==> src/rtl/core/assert_macros.svh <==
`ifndef ASSERT_MACROS_SVH
`define ASSERT_MACROS_SVH

// check a consequent in the same cycle as its antecedent
`define ASSERT_IMP(lbl, ante, cons) \
  lbl: assert property (@(posedge clk) disable iff (!rst_n) (ante) |-> (cons)) \
    else $error("assertion failed");

// check that a condition never holds
`define ASSERT_NEVER(lbl, cond) \
  lbl: assert property (@(posedge clk) disable iff (!rst_n) !(cond)) \
    else $error("assertion failed");

`endif

==> src/rtl/core/cnc_pkg.sv <==
package cnc_pkg;

  localparam int YEAR_W   = 14;
  localparam int MONTH_W  = 4;
  localparam int DAY_W    = 5;
  localparam int ODAY_W   = 6;
  localparam int WDAY_W   = 3;
  localparam int HOUR_W   = 6;
  localparam int OHOUR_W  = 5;
  localparam int MIN_W    = 7;
  localparam int OMIN_W   = 6;
  localparam int ORDER_W  = 2;
  localparam int CFG_IDX_W  = 3;
  localparam int CFG_DATA_W = 14;

  typedef logic [YEAR_W-1:0]     year_t;
  typedef logic [MONTH_W-1:0]    month_t;
  typedef logic [DAY_W-1:0]      day_t;
  typedef logic [ODAY_W-1:0]     oday_t;
  typedef logic [WDAY_W-1:0]     wday_t;
  typedef logic [HOUR_W-1:0]     hour_t;
  typedef logic [OHOUR_W-1:0]    ohour_t;
  typedef logic [MIN_W-1:0]      min_t;
  typedef logic [OMIN_W-1:0]     omin_t;
  typedef logic [ORDER_W-1:0]    order_t;
  typedef logic [CFG_IDX_W-1:0]  cfg_idx_t;
  typedef logic [CFG_DATA_W-1:0] cfg_data_t;

  localparam cfg_idx_t CFG_ALARM_YEAR   = 3'd0;
  localparam cfg_idx_t CFG_ALARM_MONTH  = 3'd1;
  localparam cfg_idx_t CFG_ALARM_DAY    = 3'd2;
  localparam cfg_idx_t CFG_ALARM_HOUR   = 3'd3;
  localparam cfg_idx_t CFG_ALARM_MINUTE = 3'd4;
  localparam cfg_idx_t CFG_ALARM_SECOND = 3'd5;

  localparam order_t ORD_EARLIER = 2'd0;
  localparam order_t ORD_EQUAL   = 2'd1;
  localparam order_t ORD_LATER   = 2'd2;

  localparam logic [6:0] SECS_PER_MIN  = 7'd60;
  localparam logic [7:0] MINS_PER_HOUR = 8'd60;
  localparam logic [6:0] HOURS_PER_DAY = 7'd24;
  localparam logic [4:0] MONTHS_PER_YEAR = 5'd12;
  localparam logic [2:0] DAYS_PER_WEEK = 3'd7;

  // floor(y / 25) = (y * RECIP_25) >> RECIP_SHIFT, exact for any 14-bit year
  localparam int RECIP_W     = 16;
  localparam int RECIP_SHIFT = 20;
  localparam logic [RECIP_W-1:0] RECIP_25 = 16'd41944;
  localparam int PROD_W = YEAR_W + RECIP_W;
  localparam int QUOT_W = 10;

  function automatic day_t month_days(input month_t month, input logic leap);
    day_t d;
    case (month)
      4'd2: d = leap ? 5'd29 : 5'd28;
      4'd4, 4'd6, 4'd9, 4'd11: d = 5'd30;
      default: d = 5'd31;
    endcase
    return d;
  endfunction

endpackage

==> src/rtl/core/calendar_normalize_compare_top.sv <==
// Calendar carry normaliser with alarm ordering.
// Input channel: a time value (in_year .. in_second) is taken at a rising edge
// with start high and busy low. busy is always low: a transaction may enter
// in every cycle.
// Result channel: out_valid is high for exactly one cycle with the normalised
// time and out_order (0 earlier than the alarm, 1 equal, 2 later). The
// receiver cannot hold results off and the block never needs it to.
// Pipeline: a transaction accepted at a rising edge passes through five
// register stages (seconds carry with the year reciprocal multiply, minutes
// carry with the leap test, hours carry, day and month carry, ordering) before
// its result is presented. Throughput is one transaction per cycle.
// Configuration: cfg_we, cfg_index, cfg_data write one alarm register per
// cycle (0 year, 1 month, 2 day, 3 hour, 4 minute, 5 second); other indexes
// are dropped. Write only while no transaction is in flight.
// Reset (rst_n low, synchronous) empties the pipeline and sets the alarm to
// year 1, January 1st, 00:00:00.
module calendar_normalize_compare_top (
  input  logic               clk,
  input  logic               rst_n,
  input  logic               start,
  output logic               busy,
  input  cnc_pkg::year_t     in_year,
  input  cnc_pkg::month_t    in_month,
  input  cnc_pkg::day_t      in_day,
  input  cnc_pkg::wday_t     in_weekday,
  input  cnc_pkg::hour_t     in_hour,
  input  cnc_pkg::min_t      in_minute,
  input  cnc_pkg::min_t      in_second,
  output logic               out_valid,
  output cnc_pkg::year_t     out_year,
  output cnc_pkg::month_t    out_month,
  output cnc_pkg::oday_t     out_day,
  output cnc_pkg::wday_t     out_weekday,
  output cnc_pkg::ohour_t    out_hour,
  output cnc_pkg::omin_t     out_minute,
  output cnc_pkg::omin_t     out_second,
  output cnc_pkg::order_t    out_order,
  input  logic               cfg_we,
  input  cnc_pkg::cfg_idx_t  cfg_index,
  input  cnc_pkg::cfg_data_t cfg_data
);
  import cnc_pkg::*;

  `include "assert_macros.svh"

  year_t  alarm_year_r;
  month_t alarm_month_r;
  day_t   alarm_day_r;
  ohour_t alarm_hour_r;
  omin_t  alarm_minute_r;
  omin_t  alarm_second_r;

  logic   in_acc;

  logic [PROD_W-1:0] s1_prod;
  logic              s1_sec_ge;
  logic              s1_valid_r;
  year_t             s1_year_r;
  month_t            s1_month_r;
  day_t              s1_day_r;
  wday_t             s1_wday_r;
  hour_t             s1_hour_r;
  logic [7:0]        s1_min_r;
  omin_t             s1_sec_r;
  logic [QUOT_W-1:0] s1_quot_r;

  logic        s2_min_ge;
  logic [7:0]  s2_min_sub;
  year_t       s2_q25;
  logic        s2_leap;
  logic        s2_valid_r;
  year_t       s2_year_r;
  month_t      s2_month_r;
  day_t        s2_day_r;
  wday_t       s2_wday_r;
  logic [6:0]  s2_hour_r;
  omin_t       s2_min_r;
  omin_t       s2_sec_r;
  day_t        s2_mlen_r;

  logic        s3_hour_ge;
  logic [6:0]  s3_hour_sub;
  wday_t       s3_wday_inc;
  logic        s3_valid_r;
  year_t       s3_year_r;
  month_t      s3_month_r;
  oday_t       s3_day_r;
  wday_t       s3_wday_r;
  ohour_t      s3_hour_r;
  omin_t       s3_min_r;
  omin_t       s3_sec_r;
  day_t        s3_mlen_r;

  logic        s4_day_gt;
  logic [4:0]  s4_month_inc;
  logic        s4_month_gt;
  logic        s4_valid_r;
  year_t       s4_year_r;
  month_t      s4_month_r;
  oday_t       s4_day_r;
  wday_t       s4_wday_r;
  ohour_t      s4_hour_r;
  omin_t       s4_min_r;
  omin_t       s4_sec_r;

  order_t      order_nxt;

  assign busy   = 1'b0;
  assign in_acc = start & ~busy;

  always_ff @(posedge clk) begin
    if (!rst_n) begin
      alarm_year_r   <= year_t'(1);
      alarm_month_r  <= month_t'(1);
      alarm_day_r    <= day_t'(1);
      alarm_hour_r   <= '0;
      alarm_minute_r <= '0;
      alarm_second_r <= '0;
    end else if (cfg_we) begin
      case (cfg_index)
        CFG_ALARM_YEAR:   alarm_year_r   <= cfg_data[YEAR_W-1:0];
        CFG_ALARM_MONTH:  alarm_month_r  <= cfg_data[MONTH_W-1:0];
        CFG_ALARM_DAY:    alarm_day_r    <= cfg_data[DAY_W-1:0];
        CFG_ALARM_HOUR:   alarm_hour_r   <= cfg_data[OHOUR_W-1:0];
        CFG_ALARM_MINUTE: alarm_minute_r <= cfg_data[OMIN_W-1:0];
        CFG_ALARM_SECOND: alarm_second_r <= cfg_data[OMIN_W-1:0];
        default: ;
      endcase
    end
  end

  always_ff @(posedge clk) begin
    if (!rst_n) begin
      s1_valid_r <= 1'b0;
      s2_valid_r <= 1'b0;
      s3_valid_r <= 1'b0;
      s4_valid_r <= 1'b0;
      out_valid  <= 1'b0;
    end else begin
      s1_valid_r <= in_acc;
      s2_valid_r <= s1_valid_r;
      s3_valid_r <= s2_valid_r;
      s4_valid_r <= s3_valid_r;
      out_valid  <= s4_valid_r;
    end
  end

  // stage 1: seconds carry, year reciprocal multiply
  assign s1_sec_ge = (in_second >= SECS_PER_MIN);
  assign s1_prod   = PROD_W'(in_year) * PROD_W'(RECIP_25);

  always_ff @(posedge clk) begin
    s1_year_r  <= in_year;
    s1_month_r <= in_month;
    s1_day_r   <= in_day;
    s1_wday_r  <= in_weekday;
    s1_hour_r  <= in_hour;
    s1_min_r   <= {1'b0, in_minute} + {7'd0, s1_sec_ge};
    s1_sec_r   <= s1_sec_ge ? OMIN_W'(in_second - SECS_PER_MIN) : in_second[OMIN_W-1:0];
    s1_quot_r  <= s1_prod[PROD_W-1 -: QUOT_W];
  end

  // stage 2: minutes carry, leap test, month length
  assign s2_min_ge  = (s1_min_r >= MINS_PER_HOUR);
  assign s2_min_sub = s1_min_r - MINS_PER_HOUR;
  assign s2_q25     = {s1_quot_r, 4'b0} + {1'b0, s1_quot_r, 3'b0} + {4'b0, s1_quot_r};
  assign s2_leap    = (s1_year_r[1:0] == 2'd0) &&
                      ((s2_q25 != s1_year_r) || (s1_year_r[3:0] == 4'd0));

  always_ff @(posedge clk) begin
    s2_year_r  <= s1_year_r;
    s2_month_r <= s1_month_r;
    s2_day_r   <= s1_day_r;
    s2_wday_r  <= s1_wday_r;
    s2_hour_r  <= {1'b0, s1_hour_r} + {6'd0, s2_min_ge};
    s2_min_r   <= s2_min_ge ? s2_min_sub[OMIN_W-1:0] : s1_min_r[OMIN_W-1:0];
    s2_sec_r   <= s1_sec_r;
    s2_mlen_r  <= month_days(s1_month_r, s2_leap);
  end

  // stage 3: hours carry into day and weekday
  assign s3_hour_ge  = (s2_hour_r >= HOURS_PER_DAY);
  assign s3_hour_sub = s2_hour_r - HOURS_PER_DAY;
  assign s3_wday_inc = s2_wday_r + 3'd1;

  always_ff @(posedge clk) begin
    s3_year_r  <= s2_year_r;
    s3_month_r <= s2_month_r;
    s3_day_r   <= {1'b0, s2_day_r} + {5'd0, s3_hour_ge};
    if (s3_hour_ge) begin
      s3_wday_r <= (s3_wday_inc == DAYS_PER_WEEK) ? 3'd0 : s3_wday_inc;
    end else begin
      s3_wday_r <= s2_wday_r;
    end
    s3_hour_r  <= s3_hour_ge ? s3_hour_sub[OHOUR_W-1:0] : s2_hour_r[OHOUR_W-1:0];
    s3_min_r   <= s2_min_r;
    s3_sec_r   <= s2_sec_r;
    s3_mlen_r  <= s2_mlen_r;
  end

  // stage 4: day into month, month into year
  assign s4_day_gt    = (s3_day_r > {1'b0, s3_mlen_r});
  assign s4_month_inc = {1'b0, s3_month_r} + {4'd0, s4_day_gt};
  assign s4_month_gt  = (s4_month_inc > MONTHS_PER_YEAR);

  always_ff @(posedge clk) begin
    s4_year_r  <= s3_year_r + {13'd0, s4_month_gt};
    s4_month_r <= s4_month_gt ? month_t'(1) : s4_month_inc[MONTH_W-1:0];
    s4_day_r   <= s4_day_gt ? oday_t'(1) : s3_day_r;
    s4_wday_r  <= s3_wday_r;
    s4_hour_r  <= s3_hour_r;
    s4_min_r   <= s3_min_r;
    s4_sec_r   <= s3_sec_r;
  end

  // stage 5: order against the alarm, most significant field first
  always_comb begin
    if (s4_year_r != alarm_year_r) begin
      order_nxt = (s4_year_r > alarm_year_r) ? ORD_LATER : ORD_EARLIER;
    end else if (s4_month_r != alarm_month_r) begin
      order_nxt = (s4_month_r > alarm_month_r) ? ORD_LATER : ORD_EARLIER;
    end else if (s4_day_r != {1'b0, alarm_day_r}) begin
      order_nxt = (s4_day_r > {1'b0, alarm_day_r}) ? ORD_LATER : ORD_EARLIER;
    end else if (s4_hour_r != alarm_hour_r) begin
      order_nxt = (s4_hour_r > alarm_hour_r) ? ORD_LATER : ORD_EARLIER;
    end else if (s4_min_r != alarm_minute_r) begin
      order_nxt = (s4_min_r > alarm_minute_r) ? ORD_LATER : ORD_EARLIER;
    end else if (s4_sec_r != alarm_second_r) begin
      order_nxt = (s4_sec_r > alarm_second_r) ? ORD_LATER : ORD_EARLIER;
    end else begin
      order_nxt = ORD_EQUAL;
    end
  end

  always_ff @(posedge clk) begin
    out_year    <= s4_year_r;
    out_month   <= s4_month_r;
    out_day     <= s4_day_r;
    out_weekday <= s4_wday_r;
    out_hour    <= s4_hour_r;
    out_minute  <= s4_min_r;
    out_second  <= s4_sec_r;
    out_order   <= order_nxt;
  end

  `ASSERT_NEVER(a_month_range, out_valid && (out_month > month_t'(MONTHS_PER_YEAR)))
  `ASSERT_IMP(a_equal_match, out_valid && (out_order == ORD_EQUAL),
              (out_year == $past(alarm_year_r)) && (out_second == $past(alarm_second_r)))
  `ASSERT_IMP(a_latency, out_valid, $past(s1_valid_r, 4))
  `ASSERT_NEVER(a_order_code, out_valid && (out_order != ORD_EARLIER) &&
                (out_order != ORD_EQUAL) && (out_order != ORD_LATER))

endmodule

==> config.mk <==
export PLATFORM = sky130hd
export DESIGN_NAME = calendar_normalize_compare_top
export DESIGN_NICKNAME = d
export VERILOG_FILES = /design/src/rtl/core/cnc_pkg.sv /design/src/rtl/core/calendar_normalize_compare_top.sv
export VERILOG_INCLUDE_DIRS = /design/src /design/src/rtl/core
export SDC_FILE = /design/constraint.sdc
export NUM_CORES = 1
export LEC_CHECK = 0
export ABC_AREA = 1
export BUFFER_PORTS_ARGS = -buffer_cell sky130_fd_sc_hd__buf_4
export CORE_MARGIN = 5
export CORE_UTILIZATION = 30
export CTS_CLUSTER_SIZE = 30
export DETAILED_ROUTE_END_ITERATION = 8
export SETUP_SLACK_MARGIN = 0.5
export SLEW_MARGIN = 20
export SYNTH_ARGS = -nofsm -noshare
export SYNTH_HDL_FRONTEND = slang
export SYNTH_SLANG_ARGS = --single-unit
==> constraint.sdc <==
create_clock -name clk -period 7 [get_ports clk]
set_clock_uncertainty 0.15 [all_clocks]
set_input_delay 1.05 -clock clk [delete_from_list [all_inputs] [get_ports clk]]
set_output_delay 1.05 -clock clk [all_outputs]
set_load 0.1 [all_outputs]
# Yosys cells after proc, flatten, opt, wreduce, memory -nomap -nowiden
# Index checks and enable logic that the tools add are counted.
[totals] ff_bits=290 latch_bits=0 ram_bits=0 mem_bits_ro=0 out_inout_bits=48 elab_cells=122 n_memories=0
[classes] add_sub_neg=11 mul=1 div=0 order_cmp=11 n_eq_ne=18 shifts=0 mux=19 n_bitwise=0 n_reduce_logical=12
[ops] cell="$ne 14x14->1" n=2
[ops] cell="$mul 14x13->27 const B" n=1
[ops] cell="$mux 2" n=12
[ops] cell="$add 14x1->14" n=1
[ops] cell="$add 14x10->14" n=1
[ops] cell="$add 14x13->14" n=1
[ops] cell="$gt 14x14->1" n=1
[ops] cell="$gt 6x5->1" n=2
[ops] cell="$gt 6x6->1" n=2
[ops] cell="$mux 6" n=2
[ops] cell="$ne 6x6->1" n=2
[ops] cell="$reduce_and 2->1" n=6
[ops] cell="$sub 6x6->6 const B" n=2
[ops] cell="$eq 3x3->1 const B" n=3
[ops] cell="$add 7x1->8" n=1
[ops] cell="$eq 4x3->1 const B" n=2
[ops] cell="$eq 4x4->1 const B" n=2
[ops] cell="$ge 8x6->1 const B" n=1
[ops] cell="$add 6x1->7" n=1
[ops] cell="$ge 7x5->1 const B" n=1
[ops] cell="$ge 7x6->1 const B" n=1
[ops] cell="$add 5x1->6" n=1
[ops] cell="$eq 3x2->1 const B" n=2
[ops] cell="$mux 3" n=2
[ops] cell="20 further kinds" n=20

# Longest topological paths before layout
# Gate-level depths: netlist of the first run.
[depth] word_depth=8 mapped_depth=25

# Worst setup path before layout of the first run
# Ideal clock, no wire load.
[synth_timing] path_kind="input to register" startpoint="input in_year[9]" endpoint="register s1_quot_r[4]" arrival_time_ns=4.616 required_time_ns=6.731 slack_ns=2.115 cell_stages=18 n_path_buf=0 path_cell_list="fa_1 > ha_1 > inv_1 > fa_1 > inv_1 > fa_1 > inv_1 > fa_1 > inv_1 > ha_1 > nand2_1 > nor4_2 > nand2_1 > nand2_1 > inv_2 > nor2_1 > nor2_1 > xnor2_1"
[synth_between] elab_chain_cells=1
[synth_rtl] element="start, declared" line_no="calendar_normalize_compare_top.sv:22" rtl="input cnc_pkg::year_t in_year,"
[synth_rtl] element="$mul 14x13->27" line_no="calendar_normalize_compare_top.sv:150" rtl="assign s1_prod = PROD_W'(in_year) * PROD_W'(RECIP_25);"
[synth_rtl] element="via s1_prod[24]" line_no="calendar_normalize_compare_top.sv:55" rtl="logic [PROD_W-1:0] s1_prod;"
[synth_rtl] element="end signal, assigned" line_no="calendar_normalize_compare_top.sv:160" rtl="s1_quot_r <= s1_prod[PROD_W-1 -: QUOT_W];"
[synth_rtl] element="end, declared" line_no="calendar_normalize_compare_top.sv:65" rtl="logic [QUOT_W-1:0] s1_quot_r;"
# The timed path passes the listed nets, and every way through them passes these cells.
# A chain may end at the register's enable or synchronous reset.

# Worst setup path in the final report of the first run
[layout_timing] startpoint="input in_year[10]" endpoint="register s1_quot_r[4]"
# Same word-level chain as after synthesis.

==> results of run 1 <==
-- synth_stat cells, types with 3 or more instances --
master / number / area [um^2]
dfxtp_1: 284 / 5690
inv_1: 254 / 953
ha_1: 166 / 2080
nand2_1: 135 / 507
a21oi_1: 79 / 395
fa_1: 70 / 1400
nor2_1: 62 / 233
o21ai_0: 57 / 285
nand3_1: 55 / 275
xor2_1: 38 / 333
nand4_1: 18 / 113
xnor2_1: 14 / 123
nor3_1: 12 / 60.1
clkbuf_1: 9 / 33.8
o21ai_1: 8 / 40.0
o21bai_1: 7 / 52.6
o211ai_1: 5 / 37.5
inv_2: 4 / 15.0
a21o_1: 3 / 22.5
mux2_2: 3 / 33.8
nand2_2: 3 / 18.8
nor4_1: 3 / 18.8
-- state kept, by name, summed over array words and instances (netlist names), 6 cells and up --
register	count
s1_hour_r	6
s3_sec_r	6
out_minute	6
out_year	14
s2_sec_r	6
s4_sec_r	6
alarm_minute_r	6
s1_sec_r	6
s4_day_r	6
s3_min_r	6
out_second	6
s4_year_r	14
alarm_year_r	14
s2_min_r	6
s1_quot_r	10
alarm_second_r	6
s3_day_r	6
s1_year_r	14
s2_hour_r	7
s4_min_r	6
s1_min_r	8
s3_year_r	14
out_day	6
s2_year_r	14
-- metrics by stage --
| step | power [uW] | cell area (um^2) | hold slack [ns] | std cells | util, % |
|---|---|---|---|---|---|
| after floorplan | 4110 | 13000 | 0.160 | 1319 | - |
| after global placement | 4720 | 14500 | 0.160 | 2006 | 33.8 |
| after detailed placement | 4760 | 14500 | 0.162 | 2006 | 33.8 |
| after CTS | 6450 | 15600 | 0.171 | 2063 | 36.3 |
| after global routing | 6960 | 15600 | 0.179 | 2063 | 36.3 |
| final | 6370 | 15600 | 0.172 | 2064 | 36.3 |
-- path summary, 6_finish.rpt --
check / startpoint / endpoint / slack (ns) / cells past startpoint
worst max-delay path: in_year[10] / s1_quot_r[4] / 2.27 / 19
worst min-delay path: s2_mlen_r[1] / s3_mlen_r[1] / 0.17 / 0
worst max register to register: s3_mlen_r[1] / s4_year_r[12] / 3.38 / 22
worst min register to register: s2_mlen_r[1] / s3_mlen_r[1] / 0.17 / 0
-- cells by family after synthesis --
group                    Yosys count  share of synthesized area, %
AND/OR/NAND/NOR                  300                          10.3
flip-flops                       284                          43.8
buffers and inverters            270                          7.85
adder cells (fa/ha/maj)          236                          26.8
AO/OA/AOI/OAI                    172                          7.43
XOR/XNOR                          52                          3.51
multiplexers                       3                         0.260
other                              1                        0.0289
-- layout make-up --
class / count / area share [%]
antenna: 1 / 0.0161
clock buffer: 39 / 5.50
clock inverter: 18 / 1.26
inverter: 259 / 6.25
multi-input combinational: 765 / 40.3
sequential: 284 / 36.5
tap: 585 / 4.70
timing repair buffer: 113 / 5.45
-- power by group through the flow --
stage / registers (uW) / logic, uW / clock network, uW
2_1_floorplan: 2070 / 2040 / 0
3_3_place_gp: 1910 / 2810 / 0
3_5_place_dp: 1910 / 2840 / 0
4_1_cts: 1880 / 2860 / 1710
5_1_grt: 1890 / 3300 / 1770
6_report: 1870 / 2850 / 1650
-- routing by layer --
metal | up-vias | routed length [um]
li1 | 4488 | -
met1 | 3980 | 12200
met2 | 154 | 12800
met3 | 51 | 1290
met4 | 0 | 688
met5 | - | 0
==> summary.txt, run 1 <==
Floorplanning
  • Cell Rows: 76
  • Num ports: 115
  • Starting density of the core: 30.2%
  • Core area: 0.0429 mm^2
  • Die area: 0.0475 mm^2
  • Die width: 218 um
  • Die H: 218 um

Critical path
  • Startpoint types: primary input
  • Critical Path AT: 5.02 ns
  • Critical Path End Type: register
  • CP max stage delay: 0.53 ns
  • Critical setup path kind: primary input to register
  • CP delay by family, top: adder cells
  • Slowest-stage cell, CP: fa_1
  • Critical Path RT: 7.29 ns
  • Cell Chain, Critical Path: buf_4, fa_1, ha_1, inv_1, fa_1, inv_1, fa_1, inv_1, fa_1, inv_1, ha_1, nand2_1, nor4_2, nand2_1, nand2_1, inv_2, nor2_1, nor2_1, xnor2_1
  • CP bufs+invs: 6
  • Worst-path maximum fanout: 7

STA
  • Rel. slew slack: 45.9%
  • Fmax: 211 MHz
  • Setup violators final: 0
  • Min Clock Period, post-route: 4.73 ns
  • RSZ-0062 raised after global routing: false
  • Setup total negative slack: 0 ns
  • Final Slew Violations: 0
  • Post-route setup slack: 2.27 ns
  • Hold Violations, Final: 0
  • Worst Tran Pin Value: 0.809 ns
  • Crit share post-route: 67.6%

Power and ir drop
  • Internal power: 3800 uW
  • Pwr Density: 409 mW/mm^2
  • NetSw: 2570 uW
  • Clock power frac: 25.9%
  • Sequential Power Share: 29.4%
  • P_leak: 0.00749 uW
  • Sw Share: 40.3%
  • Peak supply drop: 0.182 mV
  • Comb pwr share: 44.7%

Routing
  • Via/cell ratio: 4.20
  • Aggregate routed wire length: 27,000 um
  • Drc violations: 0
  • Length of the first detailed-routing pass in iterations: 5
  • Post-DRT Antenna Nets: 0
  • Number of DRC markers in iteration 0: 329
  • Via count: 8,673
  • Routed len/inst: 13.1 um

Finish
  • Synthesis-to-layout area growth: 20.0%
  • Fillcell total: 4,279
  • Nets@finish: 1,757
  • Reg area: 0.00569 mm^2
  • Commonest non-fill, non-tap cell in the layout: dfxtp_1
  • Share of cells above drive strength 1: 12.7%
  • Multi-input gate area: 0.00627 mm^2
  • Commonest non-fill, non-tap cells in the layout: dfxtp_1 (284), inv_1 (254), ha_1 (166)

Global routing
  • GRT overflow: 0
  • GRT Util Overall: 11.6%
  • Vias in the first global route: 9,029
  • Met2 GRT Util: 20.2%
  • Initial antenna violation count: 0
  • Global Route met3 Usage: 2.03%
  • First-pass GRT wire length: 45,000 um
  • Top Usage Layer GRT: met2
  • Largest net degree at the start of global routing: 46
  • GR Util met1: 14.7%

CTS
  • TritonCTS buffer count: 31
  • CTS Buffer Depth: 3
  • Clock sinks: 284
  • Max H-tree Level: 1
  • CTS root buf: clkbuf_16
  • CTS clk-pin slew, worst paths: 0.06 ns
  • Clock Latency Late Sink: 0.57 ns
  • Number of buffers added for setup after CTS: 0
  • Post-CTS Resized: 0
  • Hold Buf Count CTS: 0
  • CTS tree: yes

Synth
  • Yosys cell types: 45
  • Seq/Total Area, Yosys: 43.8%
  • Syn Area/Cell: 9.84 um^2
  • Post-synth EDFFs: 0
  • Cells after Synth: 1,318
  • Mapped cell area: 0.0130 mm^2
  • Ys flop type: dfxtp_1
  • Yosys warning count: 0
  • Synthesis-stage register bit count: 284
  • Asr flop ratio synth: 0%

Flow run
  • Max_cap viols: 0

Place
  • Placer Congestion: 0.824
  • Port Buffers: 113
  • Detailed-placement wirelength estimate: 22,000 um
  • Setup WS pre-CTS: 1.72 ns

Status
  • Status: finished clean

Worst hold path
  • HP Class: register to register
Note: power is estimated with default switching activity, not from simulation.
==> run 2: changes to the inputs <==
==> constraint.sdc (replaced) <==
create_clock -name clk -period 4.3 [get_ports clk]
set_clock_uncertainty 0.15 [all_clocks]
set_input_delay 0.645 -clock clk [delete_from_list [all_inputs] [get_ports clk]]
set_output_delay 0.645 -clock clk [all_outputs]
set_load 0.1 [all_outputs]
==> run 2 against run 1 <==
  * Non-clock buffer count rose by 60
  * Highest routed layer unchanged
  * Combinational power up 120%
  * Die area unchanged
  * Cell count is 2.9% higher
  * Hold slack worse by 0.14 ns
  * Wire length increased by 4.3%
==> summary.txt, run 2 (synthesized netlist as in run 1, its figures left out) <==
Routing
  • Via/cell ratio: 4.22
  • Number of DRC markers in iteration 0: 323
  • Drc violations: 0
  • Post-DRT Antenna Nets: 0
  • Length of the first detailed-routing pass in iterations: 5
  • Aggregate routed wire length: 28,200 um
  • Routed len/inst: 13.3 um
  • Via count: 8,954

Global routing
  • Initial antenna violation count: 0
  • Vias in the first global route: 9,413
  • GRT overflow: 0
  • Largest net degree at the start of global routing: 46
  • First-pass GRT wire length: 46,900 um
  • GRT Util Overall: 12.1%

Finish
  • Fillcell total: 4,175
  • Commonest non-fill, non-tap cells in the layout: dfxtp_1 (284), inv_1 (240), buf_4 (161)
  • Multi-input gate area: 0.00676 mm^2
  • Reg area: 0.00569 mm^2
  • Share of cells above drive strength 1: 21.2%
  • Commonest non-fill, non-tap cell in the layout: dfxtp_1
  • Nets@finish: 1,817
  • Synthesis-to-layout area growth: 28.2%
  • Ant. Diodes: 0

Place
  • Detailed-placement wirelength estimate: 23,000 um
  • Port Buffers: 113
  • Placer Congestion: 0.860
  • Setup WS pre-CTS: -0.345 ns

Critical path
  • Cell Chain, Critical Path: buf_6, fa_1, ha_1, inv_1, fa_1, inv_1, fa_1, inv_1, fa_1, inv_2, ha_4, nand2_4, nor4_4, nand2_1, nand2_2, a21oi_2, xnor2_1
  • Critical Path AT: 4.28 ns
  • Critical Path RT: 4.60 ns
  • Slowest-stage cell, CP: fa_1
  • CP delay by family, top: adder cells
  • Crit-path most repeated cell: fa_1
  • Critical setup path kind: primary input to register
  • Worst-path maximum fanout: 5
  • CP max stage delay: 0.51 ns
  • Startpoint types: primary input
  • Slack of the worst reg-to-reg path: 0.87 ns
  • Critical Path End Type: register
  • CP bufs+invs: 5

Power and ir drop
  • NetSw: 4950 uW
  • Peak supply drop: 0.467 mV
  • Pwr Density: 736 mW/mm^2
  • P_leak: 0.00782 uW
  • Comb pwr share: 52.1%
  • Sw Share: 40.4%
  • Sequential Power Share: 24.9%
  • Clock power frac: 23.0%
  • Internal power: 7290 uW

Floorplanning
  • Starting density of the core: 30.2%
  • Cell Rows: 76
  • Num ports: 115
  • Core area: 0.0429 mm^2
  • Die H: 218 um
  • Die width: 218 um
  • Die area: 0.0475 mm^2

CTS
  • CTS tree: yes
  • CTS Buffer Depth: 3
  • Max H-tree Level: 1
  • TritonCTS buffer count: 31
  • CTS clk-pin slew, worst paths: 0.07 ns
  • Clock sinks: 284
  • Clock Latency Late Sink: 0.57 ns
  • CTS root buf: clkbuf_16

STA
  • Hold Violations, Final: 0
  • Final Slew Violations: 0
  • Min Clock Period, post-route: 3.97 ns
  • Setup violators final: 0
  • RSZ-0062 raised after global routing: true
  • Setup total negative slack: 0 ns
  • Fmax: 252 MHz
  • Post-route setup slack: 0.328 ns
  • Rel. slew slack: 47.0%
  • Worst Tran Pin Value: 0.792 ns
  • Crit share post-route: 92.4%

Status
  • Status: finished clean

Flow run
  • Max_cap viols: 0

Worst hold path
  • HP Class: primary input to register
==> run 2: changes by cell type in the layout (fill, tap and decap cells not counted), sizes merged <==
cell	previous run	this run
clkinv	9	5
clkbuf	39	38
inv	264	260
buf	113	170
diode	1	0
bufinv	3	5
dlygate4sd3	0	3
clkinvlp	1	9
==> run 2: through the flow <==
stage	total power [uW]	instances	util (%)	cell area, um^2	hold WS [ns]
floorplan	7380	1319	-	13200	0.160
global placement	8790	2059	35.3	15100	0.160
detailed placement	8910	2059	35.3	15100	0.162
CTS	12200	2120	38.5	16500	0.000300
global route	13300	2124	38.8	16600	0.0000366
finish	12200	2124	38.8	16600	0.0313
==> run 2: metal layers <==
metal / share of wire [%] / global-route usage, % / up-vias
li1: - / - / 4623
met1: 43 / 14.9 / 4142
met2: 50 / 22.0 / 150
met3: 4.7 / 1.97 / 39
met4: 2.0 / 2.93 / 0
met5: 0 / 0 / -
==> run 2: worst register-to-register path, stage by stage (launching register included) <==
cell,delay [ns]
dfxtp_1,0.31
inv_1,0.04
ha_1,0.28
inv_1,0.04
o21bai_1,0.14
a41oi_2,0.13
inv_2,0.09
ha_1,0.17
ha_2,0.20
xor2_1,0.14
inv_1,0.07
nor2_1,0.14
a31o_2,0.13
nand2_1,0.08
inv_2,0.08
ha_2,0.18
nand2_2,0.06
nor2_4,0.10
nand2_2,0.07
nor2_4,0.10
nand3_2,0.09
nor2_2,0.10
nand2_2,0.07
nor2_2,0.10
nand4_1,0.11
xnor2_1,0.14
==> run 2: layout make-up <==
type                       instances  area share (%)
clock buffer                      38            5.06
multi-input combinational        765            40.6
sequential                       284            34.2
inverter                         259            5.87
timing repair buffer             173            8.13
clock inverter                    20            1.71
tap                              585            4.40
==> run 2: power by group through the flow <==
stage          clock network [uW]  registers, uW  logic [uW]
4_1_cts                      2900           3050        6220
2_1_floorplan                   0           3380        4010
5_1_grt                      3020           3080        7200
6_report                     2820           3050        6380
3_5_place_dp                    0           3110        5800
3_3_place_gp                    0           3110        5680
==> run 2: path summary, 6_finish.rpt <==
check | cells past startpoint | from | end
setup / recovery | 17 | in_year[12] | s1_quot_r[5]
hold / removal | 1 | in_hour[5] | s1_hour_r[5]
setup reg to reg | 25 | s3_mlen_r[1] | s4_year_r[13]
hold reg to reg | 0 | s1_sec_r[1] | s2_sec_r[1]
==> run 2: what timing repair did <==
item	4_1_cts	5_1_grt
hold buffers	2	1
pin swaps	13	9
buffers inserted	1	3
endpoints found under the hold margin	2	1
gates resized for setup	43	29
setup endpoints to repair	10	14
==> run 3: changes to the inputs <==
--- a/config.mk
+++ b/config.mk
@@ -8,10 +8,13 @@
 export LEC_CHECK = 0
 export ABC_AREA = 1
 export BUFFER_PORTS_ARGS = -buffer_cell sky130_fd_sc_hd__buf_4
+export CELL_PAD_IN_SITES_DETAIL_PLACEMENT = 0
+export CELL_PAD_IN_SITES_GLOBAL_PLACEMENT = 1
 export CORE_MARGIN = 5
 export CORE_UTILIZATION = 30
 export CTS_CLUSTER_SIZE = 30
 export DETAILED_ROUTE_END_ITERATION = 8
+export PLACE_DENSITY_LB_ADDON = 0.1
 export SETUP_SLACK_MARGIN = 0.5
 export SLEW_MARGIN = 20
 export SYNTH_ARGS = -nofsm -noshare
==> run 3 against run 2 <==
  * Final area up 1.4%
  * Total power increased by 5.0%
  * Critical path depth did not move
  * Hold slack gained 0.0094 ns
  * Sequential share of layout area down 0.47 points
  * Cell count is 0.52% higher
  * Critical path type unchanged
  * Critical endpoint is now s1_quot_r[9]
  * Largest power group unchanged
  * Highest routed layer unchanged
==> summary.txt, run 3 (synthesized netlist as in run 1, its figures left out) <==
Critical path
  • Worst r2r src: s3_mlen_r[1]
  • Critical Path End Type: register
  • R2R depth: 22
  • Slack of the worst reg-to-reg path: 0.85 ns
  • Worst-path maximum fanout: 6
  • Critical Path AT: 4.36 ns
  • Slowest-stage cell, CP: fa_1
  • CP max stage delay: 0.59 ns
  • Worst R2R End: s4_year_r[12]
  • Cell Chain, Critical Path: buf_12, fa_1, ha_4, inv_2, fa_1, inv_1, fa_1, inv_2, fa_1, inv_2, ha_4, nand2_8, nor4_4, buf_4, nand4_1, nand4_1, nand2_1
  • Crit-path most repeated cell: fa_1
  • CP delay by family, top: adder cells
  • Critical setup path kind: primary input to register
  • Critical Path RT: 4.60 ns
  • Startpoint types: primary input
  • CP bufs+invs: 6

Place
  • Placer Congestion: 0.867
  • Post-Place Cells: 2,063
  • Detailed-placement wirelength estimate: 25,400 um
  • Placed inst area: 0.0152 mm^2
  • Port Buffers: 113

Global routing
  • GRT Util Overall: 13.2%
  • Vias in the first global route: 9,343
  • Initial antenna violation count: 0
  • First-pass GRT wire length: 50,200 um
  • Largest net degree at the start of global routing: 46
  • GRT overflow: 0

CTS
  • CTS Buffer Depth: 3
  • CTS tree: yes
  • TritonCTS buffer count: 31
  • Max H-tree Level: 1
  • CTS root buf: clkbuf_16
  • CTS clk-pin slew, worst paths: 0.06 ns
  • Clock sinks: 284
  • Clock Latency Late Sink: 0.56 ns

Routing
  • Via/cell ratio: 4.13
  • Length of the first detailed-routing pass in iterations: 4
  • Via count: 8,810
  • Drc violations: 0
  • Aggregate routed wire length: 30,800 um
  • Post-DRT Antenna Nets: 0
  • Number of DRC markers in iteration 0: 342
  • Routed len/inst: 14.4 um

Floorplanning
  • Starting density of the core: 30.2%
  • Num ports: 115
  • Die width: 218 um
  • Cell Rows: 76
  • Core area: 0.0429 mm^2
  • Die H: 218 um
  • Die area: 0.0475 mm^2

Finish
  • Share of cells above drive strength 1: 22.8%
  • Post-route insts no fill: 2,135
  • Ant. Diodes: 0
  • Commonest non-fill, non-tap cells in the layout: dfxtp_1 (284), inv_1 (237), buf_4 (175)
  • Synthesis-to-layout area growth: 30.0%
  • Nets@finish: 1,831
  • Fin area: 0.0169 mm^2
  • Fillcell total: 4,278
  • Commonest non-fill, non-tap cell in the layout: dfxtp_1

Status
  • Status: finished clean

Power and ir drop
  • Peak supply drop: 0.493 mV
  • Internal power: 7620 uW
  • P_leak: 0.00795 uW
  • Sw Share: 40.7%
  • Sequential Power Share: 23.8%
  • NetSw: 5220 uW
  • Pwr Density: 762 mW/mm^2
  • Comb pwr share: 54.0%
  • Clock power frac: 22.1%

STA
  • Setup violators final: 0
  • Min Clock Period, post-route: 4.06 ns
  • Worst Tran Pin Value: 0.606 ns
  • Crit share post-route: 94.4%
  • Rel. slew slack: 59.4%
  • Hold Violations, Final: 0
  • Fmax: 246 MHz
  • Final Slew Violations: 0
  • RSZ-0062 raised after global routing: true

Worst hold path
  • Hold Path Sink: s1_hour_r[1]
  • Worst hold stages: 1
  • Hold Crit Start: in_hour[1]
  • HP Class: primary input to register

Flow run
  • Max_cap viols: 0
## run 3: changes by cell type in the layout (fill, tap and decap cells not counted), sizes merged, moves of 2 or more
cell | before | now
buf | 170 | 186
clkinv | 5 | 8
inv | 260 | 257
dlygate4sd3 | 3 | 1
clkinvlp | 9 | 4
## run 3: layout make-up
cell class	instances	area [um^2]	area share, %
clock buffers	39	866	5.14
clock inverters	16	254	1.51
inverters	259	980	5.81
multi-input cells	765	6860	40.7
flip-flops and latches	284	5690	33.7
well taps	585	732	4.34
repair buffers	187	1480	8.79
## run 3: what timing repair did
| action | in CTS | in global routing |
|---|---|---|
| hold endpoints to repair | 1 | 0 |
| pin swaps | 34 | 47 |
| buffers inserted | 5 | 11 |
| endpoints found under the setup margin | 11 | 14 |
| resized for setup | 55 | 45 |
| hold buffers | 1 | 0 |
## run 3: power by group through the flow
stage / Combinational [uW] / Clock (uW) / Sequential, uW
5_1_grt: 7760 / 3060 / 3100
4_1_cts: 6590 / 2940 / 3070
3_5_place_dp: 5890 / 0 / 3130
6_report: 6940 / 2850 / 3060
3_3_place_gp: 5940 / 0 / 3130
2_1_floorplan: 4010 / 0 / 3380
## run 3: worst max-delay path by stage
stage                            from           end  slack [ns]  cells past startpoint
after detailed placement  in_year[11]  s1_quot_r[6]       -0.42                     16
after global placement     in_year[7]  s1_quot_r[9]       -0.45                     15
after global routing       in_year[9]  s1_quot_r[9]        0.11                     18
final                      in_year[9]  s1_quot_r[9]        0.24                     17
after floorplan            in_year[7]  s1_quot_r[4]        0.03                     18
after CTS                  in_year[8]  s1_quot_r[4]        0.28                     17
## run 3: metal layers
layer	GRT usage [%]	vias up	routed length (um)
li1	-	4643	-
met1	18.7	4011	15300
met2	21.5	120	13900
met3	2.17	36	1060
met4	2.89	0	592
met5	0	-	0
## run 3: metrics by stage
stage                     total power, uW  worst slack [ns]  TNS (ns)  hold WS (ns)  util, %
after global placement               9060            -0.451     -3.38         0.160     35.4
after detailed placement             9020            -0.422     -3.26         0.162     35.4
after CTS                           12600             0.277         0       0.00305     38.7
final                               12800             0.239         0        0.0407     39.3
after floorplan                      7380            0.0308         0         0.160        -
after global routing                13900             0.112         0       0.00197     39.3
